`src/design/cltok_pkg.sv`:
```
// shared types, constants and character classes of the token scanner
package cltok_pkg;

  // longest token length that is counted; the length port is 8 bits wide
  localparam int MAX_TOKEN_LEN = 255;
  localparam int LEN_CAP_INT   = (MAX_TOKEN_LEN < 255) ? MAX_TOKEN_LEN : 255;
  localparam logic [7:0] LEN_CAP = LEN_CAP_INT[7:0];

  // result queue depth, must be a power of two and at least two
  localparam int QUEUE_DEPTH = 4;
  localparam int QPTR_W      = $clog2(QUEUE_DEPTH);
  localparam int QCNT_W      = QPTR_W + 1;

  // character codes
  localparam logic [7:0] CH_SPACE = 8'h20;
  localparam logic [7:0] CH_TAB   = 8'h09;
  localparam logic [7:0] CH_NL    = 8'h0a;
  localparam logic [7:0] CH_CR    = 8'h0d;
  localparam logic [7:0] CH_ZERO  = 8'h30;
  localparam logic [7:0] CH_NINE  = 8'h39;
  localparam logic [7:0] CH_LC_A  = 8'h61;
  localparam logic [7:0] CH_LC_F  = 8'h66;
  localparam logic [7:0] CH_LC_X  = 8'h78;
  localparam logic [7:0] CH_LC_Z  = 8'h7a;
  localparam logic [7:0] CH_UC_A  = 8'h41;
  localparam logic [7:0] CH_UC_F  = 8'h46;
  localparam logic [7:0] CH_UC_X  = 8'h58;
  localparam logic [7:0] CH_UC_Z  = 8'h5a;
  localparam logic [7:0] CH_UNDER = 8'h5f;
  localparam logic [7:0] CH_DOT   = 8'h2e;
  localparam logic [7:0] CH_PLUS  = 8'h2b;
  localparam logic [7:0] CH_MINUS = 8'h2d;
  localparam logic [7:0] CH_GT    = 8'h3e;
  localparam logic [7:0] CH_SEMI  = 8'h3b;
  localparam logic [7:0] CH_LPAR  = 8'h28;

  typedef enum logic [3:0] {
    K_IDENT  = 4'd0,
    K_INT    = 4'd1,
    K_DEC    = 4'd2,
    K_HEX    = 4'd3,
    K_PLUS   = 4'd4,
    K_INCR   = 4'd5,
    K_MINUS  = 4'd6,
    K_DECR   = 4'd7,
    K_ARROW  = 4'd8,
    K_SEMI   = 4'd9,
    K_LPAREN = 4'd10,
    K_ERROR  = 4'd11,
    K_END    = 4'd12
  } token_kind_t;

  typedef enum logic [3:0] {
    S_IDLE  = 4'd0,
    S_IDENT = 4'd1,
    S_INT   = 4'd2,
    S_DEC   = 4'd3,
    S_ZERO  = 4'd4,
    S_HEX   = 4'd5,
    S_PLUS  = 4'd6,
    S_MINUS = 4'd7,
    S_ERR   = 4'd8
  } scan_state_t;

  typedef struct packed {
    token_kind_t kind;
    logic [7:0]  len;
    logic [15:0] line;
    logic        last;
  } result_t;

  function automatic logic is_space(input logic [7:0] c);
    return (c == CH_SPACE) || (c == CH_TAB) || (c == CH_NL) || (c == CH_CR);
  endfunction

  function automatic logic is_digit(input logic [7:0] c);
    return (c >= CH_ZERO) && (c <= CH_NINE);
  endfunction

  function automatic logic is_alpha(input logic [7:0] c);
    return ((c >= CH_LC_A) && (c <= CH_LC_Z)) || ((c >= CH_UC_A) && (c <= CH_UC_Z)) ||
           (c == CH_UNDER);
  endfunction

  function automatic logic is_word(input logic [7:0] c);
    return is_alpha(c) || is_digit(c);
  endfunction

  function automatic logic is_hex(input logic [7:0] c);
    return is_digit(c) || ((c >= CH_LC_A) && (c <= CH_LC_F)) ||
           ((c >= CH_UC_A) && (c <= CH_UC_F));
  endfunction

endpackage

```
`src/design/c_like_token_scanner.sv`:
```
// character scanner for a small c-like token set with a result queue
// One source character enters per cycle on the in_valid/in_ready channel while
// in_ready is high. The scanner state, the running token length and the line count
// are updated in the cycle the character is accepted; the zero, one or two results
// it causes (a finished token and a ';' or '(' token that starts right after it, or
// a flushed token and the end token) go into a 4-entry result queue that drains
// one item per cycle on out_valid/out_ready while out_ready is high. The input is
// taken whenever at least two queue slots are free, so with the output side always
// ready it takes one character per cycle unless a second character with two results
// comes before any character with no result. Lengths saturate at 255, line numbers
// wrap at 16 bits. Reset clears state and queue at once; no warm-up period.
module c_like_token_scanner (
  input  logic        clk,
  input  logic        rst,
  input  logic        in_valid,
  output logic        in_ready,
  input  logic [7:0]  char_code,
  input  logic        end_of_input,
  output logic        out_valid,
  input  logic        out_ready,
  output logic [3:0]  token_kind,
  output logic [7:0]  token_length,
  output logic [15:0] line_number,
  output logic        last_of_run
);

  // scanner state
  cltok_pkg::scan_state_t scan_state, scan_state_next;
  logic [7:0]  token_len, token_len_next;
  logic [15:0] line_count, line_count_next;

  // result queue
  cltok_pkg::result_t queue [cltok_pkg::QUEUE_DEPTH];
  logic [cltok_pkg::QPTR_W-1:0] wr_ptr, rd_ptr;
  logic [cltok_pkg::QCNT_W-1:0] count, count_next;

  logic in_acc, out_acc;

  // decode of the character as the first of a new token
  cltok_pkg::scan_state_t b_state;
  logic [7:0]             b_len;
  logic                   b_emit;
  cltok_pkg::token_kind_t b_kind;
  logic                   b_nl;

  // up to two results of this character, in order
  logic                   f_v, s_v;
  cltok_pkg::token_kind_t f_k, s_k, fin_kind;
  logic [7:0]             f_l, s_l;
  logic                   fin, start, nl;
  logic [7:0]             grown;
  logic [1:0]             push_n;
  cltok_pkg::result_t     slot0, slot1;

  assign in_ready  = (count <= cltok_pkg::QCNT_W'(cltok_pkg::QUEUE_DEPTH - 2));
  assign in_acc    = in_valid & in_ready;
  assign out_valid = (count != '0);
  assign out_acc   = out_valid & out_ready;

  // saturating length increment
  assign grown = (token_len < cltok_pkg::LEN_CAP) ? token_len + 8'd1 : token_len;

  always_comb begin
    b_state = cltok_pkg::S_IDLE;
    b_len   = 8'd0;
    b_emit  = 1'b0;
    b_kind  = cltok_pkg::K_SEMI;
    b_nl    = 1'b0;
    if (cltok_pkg::is_space(char_code)) begin
      b_nl = (char_code == cltok_pkg::CH_NL);
    end else begin
      b_len = 8'd1;
      priority if (cltok_pkg::is_alpha(char_code)) begin
        b_state = cltok_pkg::S_IDENT;
      end else if (char_code == cltok_pkg::CH_ZERO) begin
        b_state = cltok_pkg::S_ZERO;
      end else if (cltok_pkg::is_digit(char_code)) begin
        b_state = cltok_pkg::S_INT;
      end else if (char_code == cltok_pkg::CH_PLUS) begin
        b_state = cltok_pkg::S_PLUS;
      end else if (char_code == cltok_pkg::CH_MINUS) begin
        b_state = cltok_pkg::S_MINUS;
      end else if (char_code == cltok_pkg::CH_SEMI) begin
        // single-character token goes out at once
        b_emit = 1'b1;
        b_kind = cltok_pkg::K_SEMI;
        b_len  = 8'd0;
      end else if (char_code == cltok_pkg::CH_LPAR) begin
        b_emit = 1'b1;
        b_kind = cltok_pkg::K_LPAREN;
        b_len  = 8'd0;
      end else begin
        b_state = cltok_pkg::S_ERR;
      end
    end
  end

  always_comb begin
    f_v             = 1'b0;
    f_k             = cltok_pkg::K_END;
    f_l             = 8'd0;
    s_v             = 1'b0;
    s_k             = cltok_pkg::K_END;
    s_l             = 8'd0;
    fin             = 1'b0;
    fin_kind        = cltok_pkg::K_ERROR;
    start           = 1'b0;
    nl              = 1'b0;
    scan_state_next = scan_state;
    token_len_next  = token_len;

    if (end_of_input) begin
      // flush any pending token, then the end token
      f_l = token_len;
      unique case (scan_state)
        cltok_pkg::S_IDENT: begin f_v = 1'b1; f_k = cltok_pkg::K_IDENT; end
        cltok_pkg::S_INT:   begin f_v = 1'b1; f_k = cltok_pkg::K_INT;   end
        cltok_pkg::S_DEC:   begin f_v = 1'b1; f_k = cltok_pkg::K_DEC;   end
        cltok_pkg::S_ZERO:  begin f_v = 1'b1; f_k = cltok_pkg::K_INT;   end
        cltok_pkg::S_HEX:   begin f_v = 1'b1; f_k = cltok_pkg::K_HEX;   end
        cltok_pkg::S_PLUS:  begin f_v = 1'b1; f_k = cltok_pkg::K_PLUS;  end
        cltok_pkg::S_MINUS: begin f_v = 1'b1; f_k = cltok_pkg::K_MINUS; end
        cltok_pkg::S_ERR:   begin f_v = 1'b1; f_k = cltok_pkg::K_ERROR; end
        default:            f_v = 1'b0;
      endcase
      s_v             = 1'b1;
      s_k             = cltok_pkg::K_END;
      s_l             = 8'd0;
      scan_state_next = cltok_pkg::S_IDLE;
      token_len_next  = 8'd0;
    end else begin
      unique case (scan_state)
        cltok_pkg::S_IDENT: begin
          if (cltok_pkg::is_word(char_code)) token_len_next = grown;
          else begin fin = 1'b1; fin_kind = cltok_pkg::K_IDENT; end
        end
        cltok_pkg::S_INT: begin
          priority if (cltok_pkg::is_digit(char_code)) begin
            token_len_next = grown;
          end else if (char_code == cltok_pkg::CH_DOT) begin
            token_len_next  = grown;
            scan_state_next = cltok_pkg::S_DEC;
          end else if (cltok_pkg::is_word(char_code)) begin
            token_len_next  = grown;
            scan_state_next = cltok_pkg::S_ERR;
          end else begin
            fin = 1'b1; fin_kind = cltok_pkg::K_INT;
          end
        end
        cltok_pkg::S_DEC: begin
          // a second dot ends the decimal and starts an error token
          priority if (cltok_pkg::is_digit(char_code)) begin
            token_len_next = grown;
          end else if (cltok_pkg::is_word(char_code)) begin
            token_len_next  = grown;
            scan_state_next = cltok_pkg::S_ERR;
          end else begin
            fin = 1'b1; fin_kind = cltok_pkg::K_DEC;
          end
        end
        cltok_pkg::S_ZERO: begin
          priority if (char_code == cltok_pkg::CH_LC_X || char_code == cltok_pkg::CH_UC_X)
          begin
            token_len_next  = grown;
            scan_state_next = cltok_pkg::S_HEX;
          end else if (cltok_pkg::is_digit(char_code)) begin
            // leading zero dropped, count restarts at this digit
            token_len_next  = 8'd1;
            scan_state_next = cltok_pkg::S_INT;
          end else if (char_code == cltok_pkg::CH_DOT) begin
            token_len_next  = grown;
            scan_state_next = cltok_pkg::S_DEC;
          end else if (cltok_pkg::is_word(char_code)) begin
            token_len_next  = grown;
            scan_state_next = cltok_pkg::S_ERR;
          end else begin
            fin = 1'b1; fin_kind = cltok_pkg::K_INT;
          end
        end
        cltok_pkg::S_HEX: begin
          priority if (cltok_pkg::is_hex(char_code)) begin
            token_len_next = grown;
          end else if (cltok_pkg::is_word(char_code)) begin
            token_len_next  = grown;
            scan_state_next = cltok_pkg::S_ERR;
          end else begin
            fin = 1'b1; fin_kind = cltok_pkg::K_HEX;
          end
        end
        cltok_pkg::S_PLUS: begin
          if (char_code == cltok_pkg::CH_PLUS) begin
            f_v             = 1'b1;
            f_k             = cltok_pkg::K_INCR;
            f_l             = grown;
            scan_state_next = cltok_pkg::S_IDLE;
            token_len_next  = 8'd0;
          end else begin
            fin = 1'b1; fin_kind = cltok_pkg::K_PLUS;
          end
        end
        cltok_pkg::S_MINUS: begin
          if (char_code == cltok_pkg::CH_MINUS || char_code == cltok_pkg::CH_GT) begin
            f_v             = 1'b1;
            f_k             = (char_code == cltok_pkg::CH_MINUS) ? cltok_pkg::K_DECR
                                                                 : cltok_pkg::K_ARROW;
            f_l             = grown;
            scan_state_next = cltok_pkg::S_IDLE;
            token_len_next  = 8'd0;
          end else begin
            fin = 1'b1; fin_kind = cltok_pkg::K_MINUS;
          end
        end
        cltok_pkg::S_ERR: begin
          if (!cltok_pkg::is_space(char_code)) token_len_next = grown;
          else begin fin = 1'b1; fin_kind = cltok_pkg::K_ERROR; end
        end
        default: start = 1'b1;
      endcase

      // a finished token is emitted, then the character starts the next one
      if (fin) begin
        f_v   = 1'b1;
        f_k   = fin_kind;
        f_l   = token_len;
        start = 1'b1;
      end
      if (start) begin
        scan_state_next = b_state;
        token_len_next  = b_len;
        nl              = b_nl;
        s_v             = b_emit;
        s_k             = b_kind;
        s_l             = 8'd1;
      end
    end
  end

  // pack the results into consecutive queue slots; the last one carries last_of_run
  assign push_n = {1'b0, f_v} + {1'b0, s_v};
  assign line_count_next = line_count + {15'd0, nl};

  always_comb begin
    slot0.kind = f_v ? f_k : s_k;
    slot0.len  = f_v ? f_l : s_l;
    slot0.line = line_count;
    slot0.last = (push_n == 2'd1);
    slot1.kind = s_k;
    slot1.len  = s_l;
    slot1.line = line_count;
    slot1.last = 1'b1;
  end

  assign count_next = count
                    + (in_acc ? cltok_pkg::QCNT_W'(push_n) : '0)
                    - cltok_pkg::QCNT_W'(out_acc);

  always_ff @(posedge clk) begin
    if (rst) begin
      scan_state <= cltok_pkg::S_IDLE;
      token_len  <= 8'd0;
      line_count <= 16'd0;
      wr_ptr     <= '0;
      rd_ptr     <= '0;
      count      <= '0;
    end else begin
      if (in_acc) begin
        scan_state <= scan_state_next;
        token_len  <= token_len_next;
        line_count <= line_count_next;
        wr_ptr     <= wr_ptr + cltok_pkg::QPTR_W'(push_n);
      end
      if (out_acc) rd_ptr <= rd_ptr + cltok_pkg::QPTR_W'(1);
      count <= count_next;
    end
  end

  // queue storage, no reset needed
  always_ff @(posedge clk) begin
    if (in_acc && push_n != 2'd0) queue[wr_ptr] <= slot0;
    if (in_acc && push_n == 2'd2) queue[wr_ptr + cltok_pkg::QPTR_W'(1)] <= slot1;
  end

  assign token_kind   = queue[rd_ptr].kind;
  assign token_length = queue[rd_ptr].len;
  assign line_number  = queue[rd_ptr].line;
  assign last_of_run  = queue[rd_ptr].last;

endmodule
```
`config.mk`:
```
export PLATFORM = sky130hd
export DESIGN_NAME = c_like_token_scanner
export DESIGN_NICKNAME = d
export VERILOG_FILES = /design/src/design/cltok_pkg.sv /design/src/design/c_like_token_scanner.sv
export SDC_FILE = /design/constraint.sdc
export NUM_CORES = 1
export LEC_CHECK = 0
export BUFFER_PORTS_ARGS = -buffer_cell sky130_fd_sc_hd__buf_2
export CAP_MARGIN = 20
export CORE_MARGIN = 2
export CORE_UTILIZATION = 56
export DETAILED_ROUTE_END_ITERATION = 16
export HOLD_SLACK_MARGIN = 0.06
export PLACE_DENSITY_LB_ADDON = 0.3
export SLEW_MARGIN = 20
export SYNTH_ARGS = -nofsm -noshare
export SYNTH_HDL_FRONTEND = slang
export SYNTH_SLANG_ARGS = --single-unit
```
`constraint.sdc`:
```
create_clock -name clk -period 15.4 [get_ports clk]
set_input_delay 3.08 -clock clk [delete_from_list [all_inputs] [get_ports clk]]
set_output_delay 3.08 -clock clk [all_outputs]
set_load 0.01 [all_outputs]
```
# ---- Yosys cells after proc, flatten, opt, wreduce, memory -nomap -nowiden
# Memories as Yosys holds them, arrays and structs flattened. A register that Yosys moved wholly into a read port is not among the register bits.
# Index checks and enable logic that the tools add are counted.
dict set report totals {
  reg_bits 35
  ram_bits 116
  out_inout_bits 31
  elab_cells 202
  mem_count 1
}
dict set report classes {
  addsub 8
  n_lt_le_gt_ge 10
  eq_ne 30
  muxes 120
  bitwise 2
  n_reduce_logical 25
}
# name words word_bits rd rd_clocked_by_memory_dff write_ports line
set mem_list {}
lappend mem_list {queue 4 29 1 1 2 c_like_token_scanner.sv:33} ;# cltok_pkg::result_t queue [cltok_pkg::QUEUE_DEPTH];
# operator n
set ops {}
lappend ops {{two-way mux 4 bit} 38}
lappend ops {{two-way mux 8 bit} 18}
lappend ops {{== test 8 x 6 -> 1 bit (second input constant)} 8}
lappend ops {{case mux 8 bit (8 select lines)} 1}
lappend ops {{case mux 4 bit (7 select lines)} 2}
lappend ops {{two-way mux 1 bit} 45}
lappend ops {{<= comparator 8 x 7 -> 1 bit (second input constant)} 4}
lappend ops {{== test 8 x 4 -> 1 bit (second input constant)} 3}
lappend ops {{== test 8 x 7 -> 1 bit (second input constant)} 3}
lappend ops {{!= test 4 bit (second input constant)} 6}
lappend ops {{case mux 4 bit (6 select lines)} 1}
lappend ops {{two-way mux 2 bit} 11}
lappend ops {{adder 16 x 1 -> 16 bit} 1}
lappend ops {{== test 4 x 3 -> 1 bit (second input constant)} 4}
lappend ops {{greater-or-equal comparator 8 x 7 -> 1 bit (second input constant)} 2}
lappend ops {{case mux 8 bit (2 select lines)} 1}
lappend ops {{logical OR 1 bit} 10}
lappend ops {{nonzero test 10 bit} 1}
lappend ops {{adder 8 x 1 -> 8 bit (second input constant)} 1}
lappend ops {{== test 4 x 2 -> 1 bit (second input constant)} 2}
lappend ops {{greater-or-equal comparator 8 x 6 -> 1 bit (second input constant)} 1}
lappend ops {{<= comparator 8 x 6 -> 1 bit (second input constant)} 1}
lappend ops {{< comparator 8 bit (second input constant)} 1}
lappend ops {{case mux 1 bit (8 select lines)} 1}
lappend ops {{other kinds (21)} 29}

# ---- Longest topological paths before layout
dict set report logic_depth {
  ltp_word 20
  mapped_depth 19
  mapped_depth_nobuf 17
}

# ---- Worst setup path before layout
# Ideal clock, no wire load.
dict set report synth_path {
  kind {in2reg}
  start {in char_code[4]}
  end {mem queue[0][10] (netlist name) (enable)}
  setup_ps 389
  arrival_ps 6842
  required_ps 15011
  setup_slack_ps 8168
  path_stages 15
  n_path_buf 5
  path_cell_list {or4b_1 > clkbuf_2 > nor3_1 > o21ai_0 > and2_1 > a32oi_2 > inv_2 > buf_6 > ha_1 > or4_1 > clkbuf_1 > and2_1 > clkbuf_1 > inv_1 > clkbuf_1}
}
# element line
set synth_rtl {}
lappend synth_rtl {{start, declared} c_like_token_scanner.sv:17} ;# input logic [7:0] char_code,
lappend synth_rtl {{end, declared} c_like_token_scanner.sv:33}

==> impl_metrics.csv <==
group,metric,value,unit
placement,place.gp.congestion,1.03,
synth,synthTopCellsByCount,"edfxtp_1, and2_1, dfxtp_1",
critical_path,start_kind,"input pin",
synth,async_reset_ff_share,0,%
clocking,htree_levels,4,
power_and_ir_drop,power_frac_clock,34.9,%
global_routing,grt_pass1_vias,6227,
power_and_ir_drop,power.density,128,mW/mm²
global_routing,grtUsageTotal,24.9,%
worst_hold_path,holdPathStages,2,
critical_path,cp_max_fo,38,
clocking,cts_tree,"built",
critical_path,arrival,7.06,ns
critical_path,rr_startpoint,"scan_state[0]",
placement,dp_hpwl,12700,µm
floorplan,core-area,0.0144,mm²
floorplan,dieArea,0.0156,mm²
critical_path,cp_slowest_stage_delay,0.71,ns
critical_path,end_kind,"flip-flop",
synth,synthMuxAreaShare,8.75,%
synth,synth.cell_area,0.00820,mm²
worst_hold_path,hold_path_end,"queue[2][18]",
critical_path,cp_cell_sequence,"buf_2 -> or4b_1 -> nor3_1 -> o21ai_0 -> buf_4 -> and2_1 -> a32oi_2 -> inv_2 -> ha_1 -> or4_1 -> and2_1 -> inv_2",
outcome,status,"completed",
clocking,clkSinkCount,153,
critical_path,crit_buf_inv,4,
timing,worst_pin_slew,1.03,ns
timing,fin_crit,7.00,ns
detailed_routing,drt_iter0_markers,718,
global_routing,antenna_found_initial,0,
clocking,postCtsHoldBufs,0,
clocking,cts.repair.resized,0,
floorplan,die_x,125,µm
final_layout,final_area,0.00905,mm²
timing,max-slew-margin-rel,31.5,%
synth,synth-main-ff-cell,"edfxtp_1",
synth,synth_compound_area_share,16.0,%
power_and_ir_drop,p_sw_share,30.3,%
timing,grt_setup_unrepaired,"no",
floorplan,start_util,56.8,%
detailed_routing,via_per_inst,6.47,
final_layout,nNetsFinal,810,
run,maxCapViolCount,0,
synth,synth_edf_count,80,
placement,io_buffers,43,
synth,yosysSeqAreaShare,47.1,%
timing,setup_viol,0,
synth,yosysTopAreaCell,"edfxtp_1",
synth,synth.distinct_cells,84,
synth,syn_nets,794,
critical_path,r2r_end,"queue[0][10]",
worst_hold_path,hold_path.startpoint,"queue[2][18]",
synth,ys_warn_count,0,
critical_path,reg2reg_slack,10.27,ns
detailed_routing,ant_nets,0,
detailed_routing,drc,0,
timing,hold_slack,0.463,ns
timing,slew_viol_final,0,
detailed_routing,route.vias.total,6369,
global_routing,grt_pass1_wl,31600,µm
final_layout,n_antenna_cell,0,
synth,synth_top_area_share,29.3,%
final_layout,stdcell_count,984,
clocking,worstSkewPairLatency,0.43,ns
critical_path,worst-setup-path-type,"in2reg",
placement,dp_slack,8.05,ns
synth,synth_seq_cells,153,
synth,synth.most_common_cell,"edfxtp_1",
detailed_routing,post_drt_wl_per_cell,19.5,µm
synth,netlist_instances,771,
global_routing,grt-ovfl-total,0,
timing,setup_tns,0,ns
detailed_routing,drt_wl_total,19200,µm
floorplan,fp.dieH,125,µm
final_layout,area_growth,10.5,%
critical_path,setup.worst_path.start,"char_code[4]",
timing,hold_viol,0,
clocking,numCtsBuffers,17,
synth,synthAdderAreaFrac,1.62,%
clocking,clk_path_buf_depth,2,
power_and_ir_drop,comb_power_share,21.7,%
timing,fmaxAchievable,143,MHz
final_layout,drive_above_1_share,17.3,%
floorplan,ioPinCount,44,
timing,setup_ws,8.40,ns
clocking,post_cts_buffers,0,
placement,dp_cells,952,
worst_hold_path,hp-class,"reg2reg",
power_and_ir_drop,internal-power,0.807,mW
synth,synthTopCellsByArea,"edfxtp_1, dfxtp_1, mux4_2",
critical_path,path_delay_family,"simple AND/OR/NAND/NOR gates",
floorplan,num_rows,44,
placement,dpl_cell_area,0.00848,mm²
power_and_ir_drop,p_leak,3.30,nW
timing,period_share,45.5,%
power_and_ir_drop,power.total,1.16,mW
critical_path,slowest_stage,"or4_1",
critical_path,required,15.46,ns
synth,synthSimpleGateAreaFrac,20.6,%
power_and_ir_drop,ir_drop,0.0000764,V
synth,synth_top_family_by_area,"simple AND/OR/NAND/NOR gates",
power_and_ir_drop,seq_power_share,43.4,%
timing,finalClockSkew,0.0133,ns
detailed_routing,first_pass_iters,5,
clocking,clk_pin_slew_worst_paths,0.06,ns
synth,avgSynthCellArea,10.6,µm²
critical_path,reg2reg_depth,10,
global_routing,grt_max_degree,39,
power_and_ir_drop,p_switching,0.351,mW
synth,synth_xor_area_share,2.24,%
final_layout,utilization,62.8,%
clocking,cts-root-buf,"clkbuf_16",
## worst max-delay path by stage
stage,to,slack [ns],cells past startpoint
after floorplan,queue[0][10],8.17,15
after global placement,queue[0][5],7.77,12
after detailed placement,queue[0][5],8.05,12
after CTS,queue[0][27],8.47,12
after global routing,queue[3][3],8.19,15
final,queue[0][10],8.40,12
## layer usage
metal / GRT usage [%] / vias to the layer above / part of all wire (%)
met5: 0 / - / 0
met2: 42.8 / 283 / 51
met3: 4.79 / 37 / 6.2
li1: - / 2955 / -
met4: 7.45 / 0 / 1.6
met1: 32.2 / 3094 / 41
## sequential cells by signal (all words and copies together) (netlist names), named ones only
signal / cells
token_len: 8
scan_state: 4
rd_ptr: 2
queue: 116
wr_ptr: 2
count: 3
line_count: 16
## power by group through the flow
stage               clock network (mW)  logic, mW  registers (mW)
floorplan                            0      0.202           0.482
global placement                     0      0.245           0.509
detailed placement                   0      0.250           0.512
CTS                              0.409      0.252           0.503
global route                     0.428      0.273           0.509
finish                           0.404      0.252           0.503
## worst reg2reg max path, stage by stage, from the launching register on
cell and delay (ns):
dfxtp_1 0.91, nor3b_1 0.60, o21ai_0 0.27, a21oi_1 0.34, o31ai_4 0.18, a32oi_2 0.32
inv_2 0.17, ha_1 0.32, or4_1 0.71, and2_1 0.35, inv_2 0.55
## placed cells by master (no fill, tap or decap), types with 4 or more instances in the layout
cell type   n
edfxtp_1   80
or3_1      15
o21a_1      4
o22a_1      9
and3_1      6
o211ai_1   10
xor2_1     14
a22o_1     20
nand4_1     7
o31ai_1     8
mux4_2     29
o32ai_1     6
nor4b_1     7
nor4_1     12
o21ai_0    19
nor2_1     50
a211oi_1    6
clkbuf_16  17
nand4b_1    4
nand2_1    42
inv_1      15
dfxtp_1    72
nor2b_1     5
nand3_1    23
buf_2      43
buf_4       9
a21oi_1    35
ha_1        9
nor3_1     18
inv_6       4
xnor2_1     7
o22ai_1    11
and4_1      5
and2_1     73
a21o_1      5
nand2b_1    9
a31oi_1     7
## layout make-up
type,instances,area [µm²]
fillers,1128,5370
multi-input cells,545,4030
flip-flops and latches,153,3860
clock buffers,18,439
repair buffers,52,283
well taps,184,230
clock inverters,14,138
inverters,18,67.6
## cell families after synthesis
group,count (synthesis)
adders and majority gates,10
DFF,153
muxes,35
buffers and inverters,73
and+or+nand+nor,301
AOI/OAI and AO/OA,178
xor gates and xnor gates,21
(Power assumes the default switching activity.)
